`src/sv/keyframe_curve_interpolator_top_macros.svh`:
```
// Assertion macros for the keyframe curve block.
`ifndef KEYFRAME_CURVE_INTERPOLATOR_TOP_MACROS_SVH
`define KEYFRAME_CURVE_INTERPOLATOR_TOP_MACROS_SVH
`ifndef SYNTHESIS
`define KCI_ASSERT(label, clk, rst, prop, msg) \
  label: assert property (@(posedge clk) disable iff (rst) prop) else $error(msg);
`define KCI_ASSERT_ALWAYS(label, clk, prop, msg) \
  label: assert property (@(posedge clk) prop) else $error(msg);
`else
`define KCI_ASSERT(label, clk, rst, prop, msg)
`define KCI_ASSERT_ALWAYS(label, clk, prop, msg)
`endif
`endif

```
`src/sv/kci_pkg.sv`:
```
package kci_pkg;
  localparam int TABLE_DEPTH = 64;
  localparam int AW = $clog2(TABLE_DEPTH);
  localparam int CW = $clog2(TABLE_DEPTH + 1);

  typedef enum logic [1:0] {
    ACT_INSERT = 2'd0,
    ACT_DEL_AFTER = 2'd1,
    ACT_DEL_BEFORE = 2'd2,
    ACT_EVAL = 2'd3
  } action_t;

  typedef enum logic [4:0] {
    ST_IDLE,
    ST_INS_RD,
    ST_INS_CHK,
    ST_INS_NEW,
    ST_SH_RD,
    ST_SH_WR,
    ST_INS_PUT,
    ST_DA_RD,
    ST_DA_CHK,
    ST_DB_RD,
    ST_DB_CHK,
    ST_DM_RD,
    ST_DM_WR,
    ST_EV_RD,
    ST_EV_CHK,
    ST_EV_RD0,
    ST_EV_LD,
    ST_EV_DIFF,
    ST_EV_MUL,
    ST_EV_DIV,
    ST_EV_WAIT,
    ST_MM_INIT,
    ST_MM_RD,
    ST_MM_ACC,
    ST_OUT
  } state_t;

  typedef struct packed {
    logic [1:0] action;
    logic [31:0] time_req;
    logic signed [31:0] value;
  } kci_in_t;

  typedef struct packed {
    logic signed [31:0] curve_value;
    logic signed [31:0] min_value;
    logic signed [31:0] max_value;
    logic [6:0] key_count;
    logic status;
  } kci_out_t;
endpackage

```
`src/sv/kci_div.sv`:
```
// Restoring divider: 64-bit numerator by 32-bit divisor, one bit per cycle.
module kci_div import kci_pkg::*; (
  input  logic        clk,
  input  logic        rst,
  input  logic        start,
  input  logic [63:0] num,
  input  logic [31:0] den,
  output logic [63:0] quot,
  output logic        busy,
  output logic        done
);
  logic [63:0] q;
  logic [32:0] rem;
  logic [6:0] cnt;
  logic [32:0] trial;
  logic [32:0] sh;

  assign sh = {rem[31:0], q[63]};
  assign trial = sh - {1'b0, den};

  always_ff @(posedge clk) begin
    if (rst) begin
      busy <= 1'b0;
      done <= 1'b0;
      cnt <= '0;
    end else begin
      done <= 1'b0;
      if (start) begin
        busy <= 1'b1;
        q <= num;
        rem <= '0;
        cnt <= 7'd64;
      end else if (busy) begin
        if (!trial[32]) begin
          rem <= trial;
          q <= {q[62:0], 1'b1};
        end else begin
          rem <= sh;
          q <= {q[62:0], 1'b0};
        end
        cnt <= cnt - 7'd1;
        if (cnt == 7'd1) begin
          busy <= 1'b0;
          done <= 1'b1;
        end
      end
    end
  end
  assign quot = q;
endmodule

```
`config.mk`:
```
export PLATFORM = sky130hd
export DESIGN_NAME = kci_div
export DESIGN_NICKNAME = d
export VERILOG_FILES = /design/src/sv/keyframe_curve_interpolator_top_macros.svh /design/src/sv/kci_pkg.sv /design/src/sv/kci_div.sv
export SDC_FILE = /design/constraint.sdc
export NUM_CORES = 1
export LEC_CHECK = 0
export BUFFER_PORTS_ARGS = -buffer_cell sky130_fd_sc_hd__buf_4
export CAP_MARGIN = 20
export CORE_ASPECT_RATIO = 0.6
export CORE_MARGIN = 4
export CORE_UTILIZATION = 49
export DETAILED_ROUTE_END_ITERATION = 16
export PLACE_DENSITY = 0.75
export SLEW_MARGIN = 40
export SYNTH_ARGS = -nofsm -noshare
export SYNTH_HDL_FRONTEND = slang
export SYNTH_SLANG_ARGS = --single-unit
```
`constraint.sdc`:
```
create_clock -name clk -period 6.2 [get_ports clk]
set_input_delay 0.93 -clock clk [delete_from_list [all_inputs] [get_ports clk]]
set_output_delay 0.93 -clock clk [all_outputs]
set_load 0.02 [all_outputs]
```
## Word-level counts from Yosys, hierarchy flattened

Cells that the tools add are included.

| word-level totals | value |
|---|---|
| flip-flop bits (word level) | 105 |
| logic and storage cells | 26 |

| cells by class | value |
|---|---|
| $add $sub $neg | 2 |
| equal/unequal tests | 1 |
| muxes and demuxes | 11 |
| bitwise gates (word level) | 2 |
| reduce and logical (&&, ||, !) cells | 4 |

Operator list:

| operator | count |
|---|---|
| two-way mux 64 bit | 2 |
| two-way mux 32 bit | 2 |
| subtractor 33 x 32 -> 33 bit | 1 |
| two-way mux 7 bit | 2 |
| equality test 7 x 1 -> 1 bit (second input constant) | 1 |
| subtractor 7 x 1 -> 7 bit (second input constant) | 1 |
| two-way mux 1 bit | 5 |
| OR reduction 3 bit | 1 |
| NOT 1 bit | 2 |
| AND reduction 2 bit | 1 |
| nonzero test 2 bit | 1 |
| OR reduction 2 bit | 1 |

## Logic depth before layout (Yosys ltp)

| logic depth | value |
|---|---|
| depth after elaboration | 4 |
| depth in mapped cells | 13 |
| gate-level depth less buffers | 11 |

## Least setup slack after synthesis

OpenSTA, ideal clock, no wires.

| timing path | value |
|---|---|
| path kind | input port to flip-flop |
| from | in start |
| to | reg q[0] (netlist: quot[0]), enable pin |
| setup time | 0.585 ns |
| data arrival time | 5.882 ns |
| required time | 5.615 ns |
| slack | -0.267 ns |
| stages | 3 |
| buffers on the path | 1 |
| cell sequence | inv_1 -> clkbuf_1 -> a21oi_1 |

| between the ends | value |
|---|---|
| cells in the longest elaborated chain, start to end | 2 |

RTL lines:

| element | RTL line | text |
|---|---|---|
| from (decl) | kci_div.sv:5 | `input logic start,` |
| nonzero test 2 bit (no source line) | - |  |
| AND reduction 2 bit (no source line) | - |  |
| to (signal assigned) | kci_div.sv:30 | `q <= num;` |
| to (signal assigned) | kci_div.sv:36 | `q <= {q[62:0], 1'b1};` |
| to (signal assigned) | kci_div.sv:39 | `q <= {q[62:0], 1'b0};` |
| to (decl) | kci_div.sv:12 | `logic [63:0] q;` |

Every way passes these cells.
A chain may end at the register's enable or synchronous reset.

## Worst setup path after layout

| timing path | value |
|---|---|
| from | in den[0] |
| to | reg rem[15] (data pin) |

| between the ends | value |
|---|---|
| cells in the longest elaborated chain, start to end | 3 |

RTL lines:

| element | RTL line | text |
|---|---|---|
| from (decl) | kci_div.sv:7 | `input logic [31:0] den,` |
| subtractor 33 x 32 -> 33 bit | kci_div.sv:19 | `assign trial = sh - {1'b0, den};` |
| two-way mux 32 bit | kci_div.sv:34 | `if (!trial[32]) begin` |
| two-way mux 32 bit | kci_div.sv:33 | `end else if (busy) begin` |
| to (signal assigned) | kci_div.sv:35 | `rem <= trial;` |
| to (signal assigned) | kci_div.sv:38 | `rem <= sh;` |
| to (decl) | kci_div.sv:13 | `logic [32:0] rem;` |

Every way passes these cells. The select of a mux whose other input is x is not followed.

==> results.tsv <==
stage	metric	value	unit
yosys	synth_edf_count	96	
critical_path	cp_slowest_cell	o311a_2	
sta	finalCriticalPeriod	3.78	ns
power_and_ir_drop	ir_drop	0.000138	V
detailed_routing	routedWlPerCell	19.3	um
detailed_routing	ant_nets	0	
detailed_routing	firstDrtPassIters	6	
grt	grt_overflow	0	
cts	post_cts_buffers	0	
place	io_buffers	164	
detailed_routing	dr_total_vias	5665	
yosys	syn_inst	624	
power_and_ir_drop	power_density	253	mW/mm^2
yosys	yosysMostFrequentCell	edfxtp_1	
floorplan	row_count	32	
floorplan	io_pins	165	
yosys	synth_nets	758	
yosys	yosysTopAreaCell	edfxtp_1	
yosys	synthFlopType	edfxtp_1	
layout	syn2layout_area_growth	25.7	%
detailed_routing	via_per_inst	5.97	
critical_path	path_class	input port to flip-flop	
critical_path	cp_cell_sequence	buf_4, ha_1, fa_1, nand2b_1, a21o_1, a21o_1, nand2b_2, a211oi_1, o311a_2, nor2_2, a211oi_1	
yosys	synth_top_area_share	43.6	%
floorplan	core	0.0130	mm^2
grt	grt_pass1_vias	5365	
yosys	synth.avg_cell_area	10.6	um^2
floorplan	fp.dieH	98.0	um
critical_path	worstPathArrival	3.85	ns
cts	cts_hold_buffers	0	
grt	antenna_found_initial	0	
sta	finalHoldViolCount	0	
power_and_ir_drop	switching_share	32.1	%
yosys	synth_commonest_cells	edfxtp_1 (96), mux2_2 (64), a21oi_1 (58)	
sta	whs	0.537	ns
power_and_ir_drop	pwr-share-comb	29.8	%
sta	final.period_utilization	60.9	%
sta	maxSlewViolCount	0	
cts	tritoncts	done	
sta	maxSlewHeadroom	38.9	%
flow_run	drv_cap	0	
power_and_ir_drop	leakagePower	3.42	nW
detailed_routing	drt-initial-drc-count	543	
cts	clock_latency	0.35	ns
grt	grt_pass1_wl	28.2	mm
detailed_routing	drc	0	
place	routabilityCongestion	0.969	
layout	final_cells	949	
power_and_ir_drop	power_frac_seq	41.8	%
cts	clk_pin_slew	0.08	ns
run_status	status	finished clean	
min_path	hp-class	flip-flop to flip-flop	
sta	worst-slew-pin-transition	0.904	ns
critical_path	max_stage_delay	0.64	ns
power_and_ir_drop	power.internal	0.00143	W
place	hpwl	13.5	mm
layout	fin_util	63.8	%
grt	grt_usage	23.0	%
yosys	synth_cell_types	63	
detailed_routing	drt-total-wl	18.3	mm
sta	fin_tns_setup	0	ns
power_and_ir_drop	p_clk_share	28.4	%
cts	h-tree-depth	3	
sta	fmax	265	MHz
critical_path	critPathLaunchType	input port	
power_and_ir_drop	power_switching	0.000676	W
floorplan	die_width	158	um
yosys	async_flop_share	0	%
sta	grt_setup_unrepaired	false	
grt	grt_max_degree	64	
yosys	ys_seq_elements	105	
critical_path	critPathRequiredTime	6.27	ns
place	placed_cells	932	
yosys	synthTopCellsByArea	edfxtp_1 (44%), mux2_2 (11%), ha_1 (6.4%), a21oi_1 (4.4%), o21ai_0 (3.5%)	
floorplan	dieArea	0.0155	mm^2
layout	nNetsFinal	908	
sta	finalSetupViolations	0	
layout	drive_gt1_share	34.5	%
place	placed_area	0.00797	mm^2
layout	final_cell_area	0.00831	mm^2
yosys	synth_area	0.00661	mm^2
yosys	yosysSeqAreaShare	46.4	%
yosys	synth_warnings	0	
cts	cts.sinks	105	
layout	num_antenna_cells	0	
cts	cts_resized	0	
critical_path	path_max_fanout	30	
cts	clk_path_buf_depth	2	
cts	root_buffer	clkbuf_16	
critical_path	crit_path_end_kind	flip-flop	
floorplan	start_util	50.8	%
sta	clock_skew	0.00680	ns
cts	cts_buffers	9	
==> cell usage in the layout (no fill, tap or decap), drive strengths merged, types with 4 or more instances in the layout <==
master	instances
buf	170
edfxtp	96
mux2	64
a21oi	60
o21ai	48
inv	46
nand2	36
ha	34
nor2	29
nand3	19
xnor2	13
nor3	12
a21o	12
a211oi	11
clkbuf	10
o21a	9
dfxtp	9
nand4	8
xor2	8
nand2b	8
o211ai	7
or3	5
o2111ai	5
and3	5
and2	4
a31oi	4
o22ai	4
==> sequential cells by signal, summed over array words and instances, names as in the netlist <==
signal,flops
rem,32
done,1
cnt,7
busy,1
quot,64
==> per-stage QoR <==
step	setup slack [ns]	total power (W)
global placement	2.04	0.00149
detailed placement	2.04	0.00151
finish	2.42	0.00210
CTS	2.44	0.00210
global route	2.24	0.00220
floorplan	1.91	0.00131
==> final timing paths <==
check                 from      end  depth (start not counted)  slack, ns
setup / recovery    den[0]  rem[15]                         11       2.42
setup reg to reg  quot[63]  rem[15]                         11       2.67
hold / removal      cnt[1]   cnt[1]                          2       0.54
hold reg to reg     cnt[1]   cnt[1]                          2       0.54
==> worst max-delay path, delay by kind of cell <==
kind | cells | cell delay, ns
AO/OA/AOI/OAI | 5 | 1.33
buffers and inverters | 1 | 0.11
AND/OR/NAND/NOR | 3 | 0.87
adder cells (fa/ha/maj) | 2 | 0.61
==> metal layers <==
metal / track usage (%) / wire length [um]
met2: 33.7 / 8180
met3: 7.00 / 1660
met1: 33.4 / 8090
met5: 0 / 0
met4: 6.21 / 388
==> area by class of cell <==
cell class                      count  area (um^2)
Fill cell                        1020         4700
Multi-Input combinational cell    446         3270
Sequential cell                   105         3060
Timing Repair Buffer              170         1290
Clock buffer                       10          250
Tap cell                          170          213
Inverter                           42          158
Clock inverter                      6         62.6
==> cells by family (layout without fill, tap and decap cells) <==
group | count (synthesis) | in the layout | synth area share, %
XOR/XNOR | 21 | 21 | 2.78
adder cells (fa/ha/maj) | 35 | 35 | 6.74
multiplexers | 65 | 65 | 11.1
buffers and inverters | 73 | 228 | 4.49
AND/OR/NAND/NOR | 147 | 147 | 11.5
flip-flops | 105 | 105 | 46.4
AO/OA/AOI/OAI | 178 | 178 | 17.0
==> power groups by stage <==
stage | sequential [W] | clock (W) | combinational (W)
after floorplan | 0.000924 | 0 | 0.000387
final | 0.000880 | 0.000598 | 0.000627
after CTS | 0.000881 | 0.000605 | 0.000615
after global placement | 0.000893 | 0 | 0.000593
after detailed placement | 0.000895 | 0 | 0.000611
after global routing | 0.000887 | 0.000637 | 0.000679
Power figures use the tool's default switching activity.
